$ cat src/imu_bias_calibrator_assert.svh
// assertion helpers for the imu bias calibrator
`ifndef IMU_BIAS_CALIBRATOR_ASSERT_SVH
`define IMU_BIAS_CALIBRATOR_ASSERT_SVH

// same-cycle implication, checked out of reset
`define IBC_ASSERT_IMPLY(lbl, ante, cons, msg) \
  lbl: assert property (@(posedge clk) disable iff (!rst_n) (ante) |-> (cons)) \
    else $error(msg);

// next-cycle implication, checked out of reset
`define IBC_ASSERT_NEXT(lbl, ante, cons, msg) \
  lbl: assert property (@(posedge clk) disable iff (!rst_n) (ante) |=> (cons)) \
    else $error(msg);

`endif

$ cat src/ibc_pkg.sv
package ibc_pkg;

  // sample layout: lanes 0..2 gyro x/y/z, lanes 3..5 accel x/y/z
  localparam int AXES      = 6;
  localparam int ACC_BASE  = 3;
  localparam int ACC_AXES  = 3;
  localparam int RAW_W     = 16;
  localparam int OFS_W     = 17;
  localparam int THR_W     = 16;
  localparam int RUN_W     = 8;
  localparam int GRAV_W    = 15;
  localparam int AVG_COUNT = 100;

  // remainder and average counter width
  localparam int RW = (AVG_COUNT > 1) ? $clog2(AVG_COUNT) : 1;
  localparam logic [RW-1:0] AVG_LAST = RW'(AVG_COUNT - 1);

  // configuration port
  localparam int ADDR_W = 4;
  localparam int DATA_W = 32;

  localparam logic [THR_W-1:0]  THR_RESET  = THR_W'(400);
  localparam logic [RUN_W-1:0]  RUN_RESET  = RUN_W'(100);
  localparam logic [GRAV_W-1:0] GRAV_RESET = GRAV_W'(16384);

  typedef enum logic [1:0] {
    PH_RUN  = 2'd0,
    PH_WAIT = 2'd1,
    PH_AVG  = 2'd2
  } phase_t;

  typedef enum logic [1:0] {
    REG_THRESHOLD  = 2'd0,
    REG_RUN_LENGTH = 2'd1,
    REG_GRAVITY    = 2'd2
  } reg_idx_t;

  typedef struct packed {
    logic                        command;
    logic [AXES-1:0][RAW_W-1:0]  axis;
  } sample_t;

  typedef struct packed {
    logic [AXES-1:0][RAW_W-1:0]  axis;
    phase_t                      phase;
    logic                        offsets_updated;
  } result_t;

  typedef struct packed {
    logic [THR_W-1:0]  still_threshold;
    logic [RUN_W-1:0]  still_run_length;
    logic [GRAV_W-1:0] gravity_counts;
  } cfg_t;

  typedef struct packed {
    phase_t          phase;
    logic [RW-1:0]   avg_cnt;
  } status_t;

endpackage

$ cat src/ibc_cfg_regs.sv
module ibc_cfg_regs (
  input  logic                        clk,
  input  logic                        rst_n,
  input  logic                        psel,
  input  logic                        penable,
  input  logic                        pwrite,
  input  logic [ibc_pkg::ADDR_W-1:0]  paddr,
  input  logic [ibc_pkg::DATA_W-1:0]  pwdata,
  output logic [ibc_pkg::DATA_W-1:0]  prdata,
  output logic                        pready,
  output ibc_pkg::cfg_t               cfg
);
  import ibc_pkg::*;

  cfg_t     cfg_r;
  cfg_t     cfg_nxt;
  reg_idx_t idx;
  logic     wr_en;

  assign pready = 1'b1;
  assign idx    = reg_idx_t'(paddr[3:2]);
  assign wr_en  = psel && penable && pwrite;

  // register write decode
  always_comb begin
    cfg_nxt = cfg_r;
    if (wr_en) begin
      unique case (idx)
        REG_THRESHOLD:  cfg_nxt.still_threshold  = pwdata[THR_W-1:0];
        REG_RUN_LENGTH: cfg_nxt.still_run_length = pwdata[RUN_W-1:0];
        REG_GRAVITY:    cfg_nxt.gravity_counts   = pwdata[GRAV_W-1:0];
        default:        cfg_nxt = cfg_r;
      endcase
    end
  end

  always_ff @(posedge clk) begin
    if (!rst_n) begin
      cfg_r.still_threshold  <= THR_RESET;
      cfg_r.still_run_length <= RUN_RESET;
      cfg_r.gravity_counts   <= GRAV_RESET;
    end else begin
      cfg_r <= cfg_nxt;
    end
  end

  // register read mux
  always_comb begin
    unique case (idx)
      REG_THRESHOLD:  prdata = DATA_W'(cfg_r.still_threshold);
      REG_RUN_LENGTH: prdata = DATA_W'(cfg_r.still_run_length);
      REG_GRAVITY:    prdata = DATA_W'(cfg_r.gravity_counts);
      default:        prdata = '0;
    endcase
  end

  assign cfg = cfg_r;

endmodule

$ cat src/ibc_in_stage.sv
module ibc_in_stage (
  input  logic              clk,
  input  logic              rst_n,
  input  logic              in_valid,
  output logic              in_stall,
  input  ibc_pkg::sample_t  in_sample,
  input  logic              advance,
  output logic              s1_valid,
  output ibc_pkg::sample_t  s1_sample
);
  import ibc_pkg::*;

  logic    valid_r;
  logic    valid_nxt;
  sample_t sample_r;
  logic    accept;

  // hold off only when this stage is full and cannot move on
  assign in_stall = valid_r && !advance;
  assign accept   = in_valid && !in_stall;

  always_comb begin
    if (accept) begin
      valid_nxt = 1'b1;
    end else if (advance) begin
      valid_nxt = 1'b0;
    end else begin
      valid_nxt = valid_r;
    end
  end

  always_ff @(posedge clk) begin
    if (!rst_n) begin
      valid_r <= 1'b0;
    end else begin
      valid_r <= valid_nxt;
    end
  end

  // sample payload
  always_ff @(posedge clk) begin
    if (accept) begin
      sample_r <= in_sample;
    end
  end

  assign s1_valid  = valid_r;
  assign s1_sample = sample_r;

endmodule

$ cat src/ibc_core.sv
module ibc_core (
  input  logic              clk,
  input  logic              rst_n,
  input  ibc_pkg::cfg_t     cfg,
  input  logic              s1_valid,
  input  ibc_pkg::sample_t  s1_sample,
  input  logic              advance,
  output ibc_pkg::result_t  result,
  output ibc_pkg::status_t  status
);
  import ibc_pkg::*;

  // running sum kept as quotient and floor remainder by AVG_COUNT
  localparam int Q_W   = 24;
  localparam int T_W   = 18;
  localparam int U_W   = 17;
  localparam int SH    = U_W + RW;
  localparam int M_W   = SH + 1;
  localparam int P_W   = U_W + M_W;
  localparam int BIAS_K = (65536 + AVG_COUNT - 1) / AVG_COUNT;
  localparam logic [T_W-1:0] BIAS = T_W'(AVG_COUNT * BIAS_K);
  localparam logic [M_W-1:0] RECIP =
    M_W'(((longint'(1) << SH) + longint'(AVG_COUNT) - 1) / longint'(AVG_COUNT));

  phase_t                              phase_r, phase_nxt;
  logic [RUN_W-1:0]                    still_cnt_r, still_cnt_nxt;
  logic [RW-1:0]                       avg_cnt_r, avg_cnt_nxt;
  logic [AXES-1:0][OFS_W-1:0]          ofs_r, ofs_nxt;
  logic [ACC_AXES-1:0][RAW_W-1:0]      prev_r, prev_nxt;
  logic [AXES-1:0][Q_W-1:0]            q_r, q_nxt;
  logic [AXES-1:0][RW-1:0]             rem_r, rem_nxt;

  logic                                fire;
  logic                                updated;
  logic                                all_still;
  logic [RUN_W-1:0]                    still_inc;
  logic [AXES-1:0][RAW_W-1:0]          corr;
  logic [AXES-1:0][T_W-1:0]            term;
  logic [AXES-1:0][U_W-1:0]            u_val;
  logic [AXES-1:0][P_W-1:0]            prod;
  logic [AXES-1:0][U_W-1:0]            q_lane;
  logic [AXES-1:0][U_W-1:0]            rem_full;
  logic [AXES-1:0][RW-1:0]             rem_lane;
  logic [AXES-1:0][Q_W-1:0]            q_sum;
  logic [AXES-1:0][Q_W-1:0]            q_trunc;
  logic [ACC_AXES-1:0][RAW_W:0]        diff;
  logic [ACC_AXES-1:0][RAW_W:0]        diff_abs;
  logic [ACC_AXES-1:0]                 still_ax;

  assign fire = s1_valid && advance;

  // per-lane correction and sum step (floor division by reciprocal)
  always_comb begin
    for (int i = 0; i < AXES; i++) begin
      corr[i] = s1_sample.axis[i] - ofs_r[i][RAW_W-1:0];
      term[i] = {{(T_W-RAW_W){corr[i][RAW_W-1]}}, corr[i]};
      if (i == AXES - 1) begin
        term[i] = term[i] - T_W'(cfg.gravity_counts);
      end
      term[i]     = term[i] + T_W'(rem_r[i]) + BIAS;
      u_val[i]    = term[i][U_W-1:0];
      prod[i]     = P_W'(u_val[i]) * P_W'(RECIP);
      q_lane[i]   = prod[i][SH +: U_W];
      rem_full[i] = u_val[i] - U_W'(q_lane[i] * U_W'(AVG_COUNT));
      rem_lane[i] = rem_full[i][RW-1:0];
      q_sum[i]    = q_r[i] + Q_W'(q_lane[i]) - Q_W'(BIAS_K);
      // truncate toward zero: negative with a remainder rounds up
      q_trunc[i]  = q_sum[i] + Q_W'(q_sum[i][Q_W-1] && (rem_lane[i] != '0));
    end
  end

  // stillness test on corrected accel, full precision difference
  always_comb begin
    for (int j = 0; j < ACC_AXES; j++) begin
      diff[j] = {corr[ACC_BASE+j][RAW_W-1], corr[ACC_BASE+j]}
              - {prev_r[j][RAW_W-1], prev_r[j]};
      diff_abs[j] = diff[j][RAW_W] ? (~diff[j] + 1'b1) : diff[j];
      still_ax[j] = diff_abs[j] < {1'b0, cfg.still_threshold};
    end
  end

  assign all_still = &still_ax;
  assign still_inc = all_still ? (still_cnt_r + 1'b1) : '0;

  // calibration sequencer
  always_comb begin
    phase_nxt     = phase_r;
    still_cnt_nxt = still_cnt_r;
    avg_cnt_nxt   = avg_cnt_r;
    ofs_nxt       = ofs_r;
    prev_nxt      = prev_r;
    q_nxt         = q_r;
    rem_nxt       = rem_r;
    updated       = 1'b0;
    if (s1_sample.command) begin
      phase_nxt     = PH_WAIT;
      still_cnt_nxt = '0;
      for (int j = 0; j < ACC_AXES; j++) begin
        prev_nxt[j] = corr[ACC_BASE+j];
      end
    end else begin
      unique case (phase_r)
        PH_WAIT: begin
          for (int j = 0; j < ACC_AXES; j++) begin
            prev_nxt[j] = corr[ACC_BASE+j];
          end
          still_cnt_nxt = still_inc;
          if (still_inc >= cfg.still_run_length) begin
            phase_nxt   = PH_AVG;
            avg_cnt_nxt = '0;
            q_nxt       = '0;
            rem_nxt     = '0;
          end
        end
        PH_AVG: begin
          for (int i = 0; i < AXES; i++) begin
            q_nxt[i]   = q_sum[i];
            rem_nxt[i] = rem_lane[i];
          end
          if (avg_cnt_r == AVG_LAST) begin
            for (int i = 0; i < AXES; i++) begin
              ofs_nxt[i] = q_trunc[i][OFS_W-1:0];
            end
            avg_cnt_nxt = '0;
            phase_nxt   = PH_RUN;
            updated     = 1'b1;
          end else begin
            avg_cnt_nxt = avg_cnt_r + 1'b1;
          end
        end
        default: begin
          phase_nxt = PH_RUN;
        end
      endcase
    end
  end

  always_ff @(posedge clk) begin
    if (!rst_n) begin
      phase_r     <= PH_RUN;
      still_cnt_r <= '0;
      avg_cnt_r   <= '0;
      ofs_r       <= '0;
      prev_r      <= '0;
      q_r         <= '0;
      rem_r       <= '0;
    end else if (fire) begin
      phase_r     <= phase_nxt;
      still_cnt_r <= still_cnt_nxt;
      avg_cnt_r   <= avg_cnt_nxt;
      ofs_r       <= ofs_nxt;
      prev_r      <= prev_nxt;
      q_r         <= q_nxt;
      rem_r       <= rem_nxt;
    end
  end

  // result carries corrected sample, phase after this step
  assign result.axis            = corr;
  assign result.phase           = phase_nxt;
  assign result.offsets_updated = updated;

  assign status.phase   = phase_r;
  assign status.avg_cnt = avg_cnt_r;

endmodule

$ cat src/ibc_out_stage.sv
module ibc_out_stage (
  input  logic              clk,
  input  logic              rst_n,
  input  logic              s1_valid,
  input  ibc_pkg::result_t  result,
  output logic              advance,
  output logic              out_valid,
  input  logic              out_stall,
  output ibc_pkg::result_t  out_result
);
  import ibc_pkg::*;

  logic    valid_r;
  logic    valid_nxt;
  result_t result_r;

  // the result register frees up when empty or when taken
  assign advance   = !valid_r || !out_stall;
  assign valid_nxt = advance ? s1_valid : valid_r;

  always_ff @(posedge clk) begin
    if (!rst_n) begin
      valid_r <= 1'b0;
    end else begin
      valid_r <= valid_nxt;
    end
  end

  always_ff @(posedge clk) begin
    if (advance && s1_valid) begin
      result_r <= result;
    end
  end

  assign out_valid  = valid_r;
  assign out_result = result_r;

endmodule

$ cat src/imu_bias_calibrator.sv
// imu bias calibrator: subtracts per-axis offsets from six-axis samples
// path: an accepted request is held in the input register, then in the result register
// throughput: one request per cycle while out_stall is low; the input and result registers advance together
// the offset and calibration state loop closes through the core registers, updated once per sample
// reset: offsets, sums and counters clear, phase is running, registers take defaults
`include "imu_bias_calibrator_assert.svh"

module imu_bias_calibrator (
  input  logic                        clk,
  input  logic                        rst_n,
  input  logic                        in_valid,
  output logic                        in_stall,
  input  logic                        in_command,
  input  logic signed [15:0]          in_gyro_x_raw,
  input  logic signed [15:0]          in_gyro_y_raw,
  input  logic signed [15:0]          in_gyro_z_raw,
  input  logic signed [15:0]          in_accel_x_raw,
  input  logic signed [15:0]          in_accel_y_raw,
  input  logic signed [15:0]          in_accel_z_raw,
  output logic                        out_valid,
  input  logic                        out_stall,
  output logic signed [15:0]          out_gyro_x_out,
  output logic signed [15:0]          out_gyro_y_out,
  output logic signed [15:0]          out_gyro_z_out,
  output logic signed [15:0]          out_accel_x_out,
  output logic signed [15:0]          out_accel_y_out,
  output logic signed [15:0]          out_accel_z_out,
  output logic [1:0]                  out_phase,
  output logic                        out_offsets_updated,
  input  logic                        psel,
  input  logic                        penable,
  input  logic                        pwrite,
  input  logic [ibc_pkg::ADDR_W-1:0]  paddr,
  input  logic [ibc_pkg::DATA_W-1:0]  pwdata,
  output logic [ibc_pkg::DATA_W-1:0]  prdata,
  output logic                        pready
);
  import ibc_pkg::*;

  cfg_t    cfg;
  sample_t in_sample;
  sample_t s1_sample;
  result_t result;
  result_t out_result;
  status_t status;
  logic    s1_valid;
  logic    advance;

  // pack sample ports
  assign in_sample.command = in_command;
  assign in_sample.axis[0] = in_gyro_x_raw;
  assign in_sample.axis[1] = in_gyro_y_raw;
  assign in_sample.axis[2] = in_gyro_z_raw;
  assign in_sample.axis[3] = in_accel_x_raw;
  assign in_sample.axis[4] = in_accel_y_raw;
  assign in_sample.axis[5] = in_accel_z_raw;

  ibc_cfg_regs u_cfg_regs (
    .clk     (clk),
    .rst_n   (rst_n),
    .psel    (psel),
    .penable (penable),
    .pwrite  (pwrite),
    .paddr   (paddr),
    .pwdata  (pwdata),
    .prdata  (prdata),
    .pready  (pready),
    .cfg     (cfg)
  );

  ibc_in_stage u_in_stage (
    .clk       (clk),
    .rst_n     (rst_n),
    .in_valid  (in_valid),
    .in_stall  (in_stall),
    .in_sample (in_sample),
    .advance   (advance),
    .s1_valid  (s1_valid),
    .s1_sample (s1_sample)
  );

  ibc_core u_core (
    .clk       (clk),
    .rst_n     (rst_n),
    .cfg       (cfg),
    .s1_valid  (s1_valid),
    .s1_sample (s1_sample),
    .advance   (advance),
    .result    (result),
    .status    (status)
  );

  ibc_out_stage u_out_stage (
    .clk        (clk),
    .rst_n      (rst_n),
    .s1_valid   (s1_valid),
    .result     (result),
    .advance    (advance),
    .out_valid  (out_valid),
    .out_stall  (out_stall),
    .out_result (out_result)
  );

  // unpack result ports
  assign out_gyro_x_out      = out_result.axis[0];
  assign out_gyro_y_out      = out_result.axis[1];
  assign out_gyro_z_out      = out_result.axis[2];
  assign out_accel_x_out     = out_result.axis[3];
  assign out_accel_y_out     = out_result.axis[4];
  assign out_accel_z_out     = out_result.axis[5];
  assign out_phase           = out_result.phase;
  assign out_offsets_updated = out_result.offsets_updated;

  // checks
  `IBC_ASSERT_IMPLY(a_upd_running, out_valid && out_offsets_updated, out_phase == PH_RUN, "offset update without return to running")
  `IBC_ASSERT_IMPLY(a_stall_full, in_stall, out_valid && out_stall, "input held off while result side is free")
  `IBC_ASSERT_IMPLY(a_avg_cnt_range, status.phase == PH_AVG, status.avg_cnt <= AVG_LAST, "average counter past its last sample")
  `IBC_ASSERT_NEXT(a_upd_single, out_valid && !out_stall && out_offsets_updated, !(out_valid && out_offsets_updated), "two offset updates in a row")

endmodule
$ cat config.mk
export PLATFORM = sky130hd
export DESIGN_NAME = imu_bias_calibrator
export DESIGN_NICKNAME = d
export VERILOG_FILES = /design/src/ibc_pkg.sv /design/src/ibc_cfg_regs.sv /design/src/ibc_in_stage.sv /design/src/ibc_core.sv /design/src/ibc_out_stage.sv /design/src/imu_bias_calibrator.sv
export VERILOG_INCLUDE_DIRS = /design/src /design/src/src
export SDC_FILE = /design/constraint.sdc
export NUM_CORES = 2
export LEC_CHECK = 0
export ABC_CLOCK_PERIOD_IN_PS = 15550
export BUFFER_PORTS_ARGS = -buffer_cell sky130_fd_sc_hd__buf_2
export CAP_MARGIN = 20
export CORE_ASPECT_RATIO = 0.7
export CORE_MARGIN = 2
export CORE_UTILIZATION = 45
export DETAILED_ROUTE_END_ITERATION = 7
export PLACE_DENSITY = 0.69
export SLEW_MARGIN = 20
export SYNTH_ARGS = -nofsm -noshare
export SYNTH_HDL_FRONTEND = slang
export SYNTH_SLANG_ARGS = --single-unit
$ cat constraint.sdc
create_clock -name clk -period 15.55 [get_ports clk]
set_input_delay 1.555 -clock clk [delete_from_list [all_inputs] [get_ports clk]]
set_output_delay 1.555 -clock clk [all_outputs]
set_load 0.01 [all_outputs]
==> impl_metrics.csv <==
group,metric,value,unit
floorplan,die_w,487,µm
worst_hold_path,whs_path_depth,2,
timing,hold_viol_final,0,
floorplan,start_util,45.2,%
timing,clock_skew,53.5,ps
route,vias,56165,
global_routing,grt_pass1_wl,309,mm
timing,fin_crit,14680,ps
critical_path,r2r_cells,61,
layout,drive_gt1_share,7.15,%
global_routing,grt_start_max_net_pins,92,
layout,fill_cells,15138,
critical_path,r2r_start,"u_in_stage.s1_sample[48]",
synth,synth_cell_type_count,99,
critical_path,required,16150,ps
route,routedWlPerCell,18.2,µm
global_routing,antenna_found_initial,1,
route,drtIter0Drc,3370,
clock_network,cts_num_sinks,584,
placement,place_congestion,0.958,
synth,syn_area,0.0735,mm²
worst_hold_path,hold_class,"reg -> reg",
floorplan,die_h,342,µm
synth,yosysWarnings,0,
critical_path,crit_type,"reg -> reg",
outcome,status,"completed",
synth,yosys_most_used_dff,"dfxtp_1",
synth,seq_area_frac_synth,18.6,%
timing,max_freq,0.0681,GHz
timing,setup_viol,0,
synth,synthCells,8116,
placement,port_buffers,238,
clock_network,clkSlewWorstSetupHoldPaths,60,ps
route,vias_per_cell,5.30,
timing,drv_slew,0,
floorplan,pin_count,274,
timing,fin_hold_ws,448,ps
route,drc_errors,0,
clock_network,hold_buffers,0,
synth,synth-seq-cells,584,
timing,relSlewSlack,24.7,%
synth,yosys-top-cells-area,"ha_1 (24%), fa_1 (19%), dfxtp_1 (11%)",
synth,synth_edf_count,196,
critical_path,arrival,15280,ps
critical_path,crit_path_frequent_cell,"ha_1",
timing,fin_setup_tns,0,ps
global_routing,gr-total-overflow,0,
synth,synth_top_cell_area_share,23.7,%
critical_path,worst-r2r-setup-slack,870,ps
synth,syn_area_per_cell,9.06,µm²
critical_path,worstPathMaxFanout,5,
worst_hold_path,min-delay-start,"u_core.q_r[54]",
placement,hpwl,156,mm
global_routing,grtUsageTotal,23.2,%
clock_network,cts.htree.levels,3,
layout,areaGrowthSynthToFinish,9.24,%
floorplan,placementRows,124,
worst_hold_path,holdPathEnd,"u_core.q_r[54]",
synth,async_flop_share,0,%
layout,fin_cells,10589,
route,wl,192,mm
critical_path,critPathSlowestCell,"fa_1",
floorplan,dieArea,0.167,mm²
critical_path,start_kind,"register",
critical_path,timing.rr.end,"u_core.ofs_r[61]",
clock_network,clock_latency,730,ps
clock_network,cts_made_buffers,71,
floorplan,coreArea,0.163,mm²
timing,fin_crit_sh,94.4,%
route,drtPass1Iterations,6,
clock_network,cts_root_buf,"clkbuf_16",
critical_path,worstSetupEndpointType,"register",
route,ant_nets,0,
clock_network,cts_tree,"built",
global_routing,grt_pass1_vias,56931,
timing,worst_slew_pin_slew,1120,ps
clock_network,clk_path_buf_depth,3,
synth,synth_top_area_cell,"ha_1",
flow_run,max_cap_violations,0,
placement,post-place-cells,10456,
critical_path,max_stage_delay,590,ps
layout,finalNetCount,10618,
worst max-delay path: cells and delay by family (launching register included):
family                   cells  cell delay, ps
AO/OA/AOI/OAI               21            4480
adder cells (fa/ha/maj)     15            5380
AND/OR/NAND/NOR             11            2470
buffers and inverters        8             540
XOR/XNOR                     6            1350
flip-flops                   1             380
registers in the layout, indices dropped and copies added (netlist names), 2 cells and up:
| register | cells |
|---|---|
| u_core.q_r | 144 |
| u_core.rem_r | 42 |
| u_core.still_cnt_r | 8 |
| u_core.prev_r | 48 |
| u_in_stage.s1_sample | 97 |
| u_core.avg_cnt_r | 7 |
| u_core.phase_r | 2 |
| u_out_stage.out_result | 99 |
| u_core.ofs_r | 96 |
| u_cfg_regs.cfg | 39 |
cell type report:
cell class / count / area [µm²] / area share (%)
multi-input combinational: 5637 / 53100 / 66.1
sequential: 584 / 13700 / 17.0
inverter: 1738 / 6540 / 8.14
tap: 2142 / 2680 / 3.34
timing repair buffer: 356 / 2080 / 2.59
clock buffer: 97 / 1990 / 2.48
clock inverter: 34 / 308 / 0.383
antenna: 1 / 2.50 / 0.00312
per-stage QoR:
stage               cell area, µm²  setup WS, ps  util [%]
finish                       80300           871      49.3
global route                 80300         -13.4      49.3
CTS                          80000           353      49.2
detailed placement           77700           472      47.8
global placement             77700           586      47.8
floorplan                    73600          1810         -
cell usage in the layout, fill, tap and decap left out, types with 24 or more instances in the layout:
cell and count:
buf_2 238, buf_4 118, a21o_1 119, o21ai_0 168, o211ai_1 24, nand2_1 482
a211oi_1 92, nor2b_1 57, and3_1 52, mux2i_1 26, o21bai_1 52, nand3_1 202
a21oi_1 528, a22oi_1 28, nor2_1 406, fa_1 695, edfxtp_1 196, xor2_1 173
o21a_1 51, o22ai_1 32, or3_1 51, nand4_1 37, nand2b_1 43, dfxtp_1 388
ha_1 1393, inv_1 1735, clkbuf_16 73, nor3_1 129, a31oi_1 30, o31ai_1 31
xnor2_1 350, or2_2 32
timing repair:
action | CTS | global route
endpoints found under the hold margin | 0 | 0
buffers inserted | 0 | 1
gates resized for setup | 0 | 56
setup endpoints to repair | 0 | 57
Yosys cell counts, drive strengths merged, types with 11 or more instances:
| library cell | n |
|---|---|
| inv | 1737 |
| ha | 1395 |
| fa | 695 |
| a21oi | 539 |
| nand2 | 485 |
| nor2 | 408 |
| dfxtp | 388 |
| xnor2 | 361 |
| nand3 | 204 |
| edfxtp | 196 |
| xor2 | 177 |
| o21ai | 175 |
| clkbuf | 139 |
| nor3 | 133 |
| a21o | 119 |
| a211oi | 95 |
| nor2b | 59 |
| o21bai | 54 |
| and3 | 52 |
| or3 | 52 |
| o21a | 51 |
| nand2b | 43 |
| nand4 | 37 |
| buf | 33 |
| o22ai | 32 |
| o31ai | 32 |
| or2 | 32 |
| a31oi | 31 |
| a22oi | 28 |
| mux2i | 26 |
| o211ai | 24 |
| a21boi | 21 |
| nor4 | 20 |
| a31o | 19 |
| and2 | 17 |
| nor3b | 16 |
| o311ai | 14 |
| a2111oi | 13 |
| and4 | 13 |
| o31a | 13 |
| a211o | 12 |
| o2111ai | 11 |
how the worst max path moves through the flow:
stage,startpoint,endpoint,slack [ps]
after floorplan,u_in_stage.s1_sample[80],u_core.ofs_r[99],1810
after global placement,u_in_stage.s1_sample[80],u_core.ofs_r[97],590
after detailed placement,u_in_stage.s1_sample[80],u_core.ofs_r[97],470
after CTS,u_in_stage.s1_sample[80],u_core.ofs_r[99],350
after global routing,u_in_stage.s1_sample[80],u_core.ofs_r[99],-10
final,u_in_stage.s1_sample[48],u_core.ofs_r[61],870
kinds of logic after synthesis:
| family | Yosys count | share of synthesized area (%) |
|---|---|---|
| xor gates and xnor gates | 540 | 6.47 |
| buffers and inverters | 1910 | 9.86 |
| muxes | 27 | 0.369 |
| and+or+nand+nor | 1615 | 10.4 |
| adders and majority gates | 2090 | 42.7 |
| other | 2 | 0.0102 |
| AOI/OAI and AO/OA | 1348 | 11.6 |
| DFF | 584 | 18.6 |
layer usage:
layer	GRT usage, %	part of all wire, %
met5	0	0
met4	6.51	3.0
met3	4.03	6.2
met2	35.9	43
met1	33.3	48
Power is not shown: default switching activity piles up to over one toggle a cycle in this logic, so the estimate is an artifact.
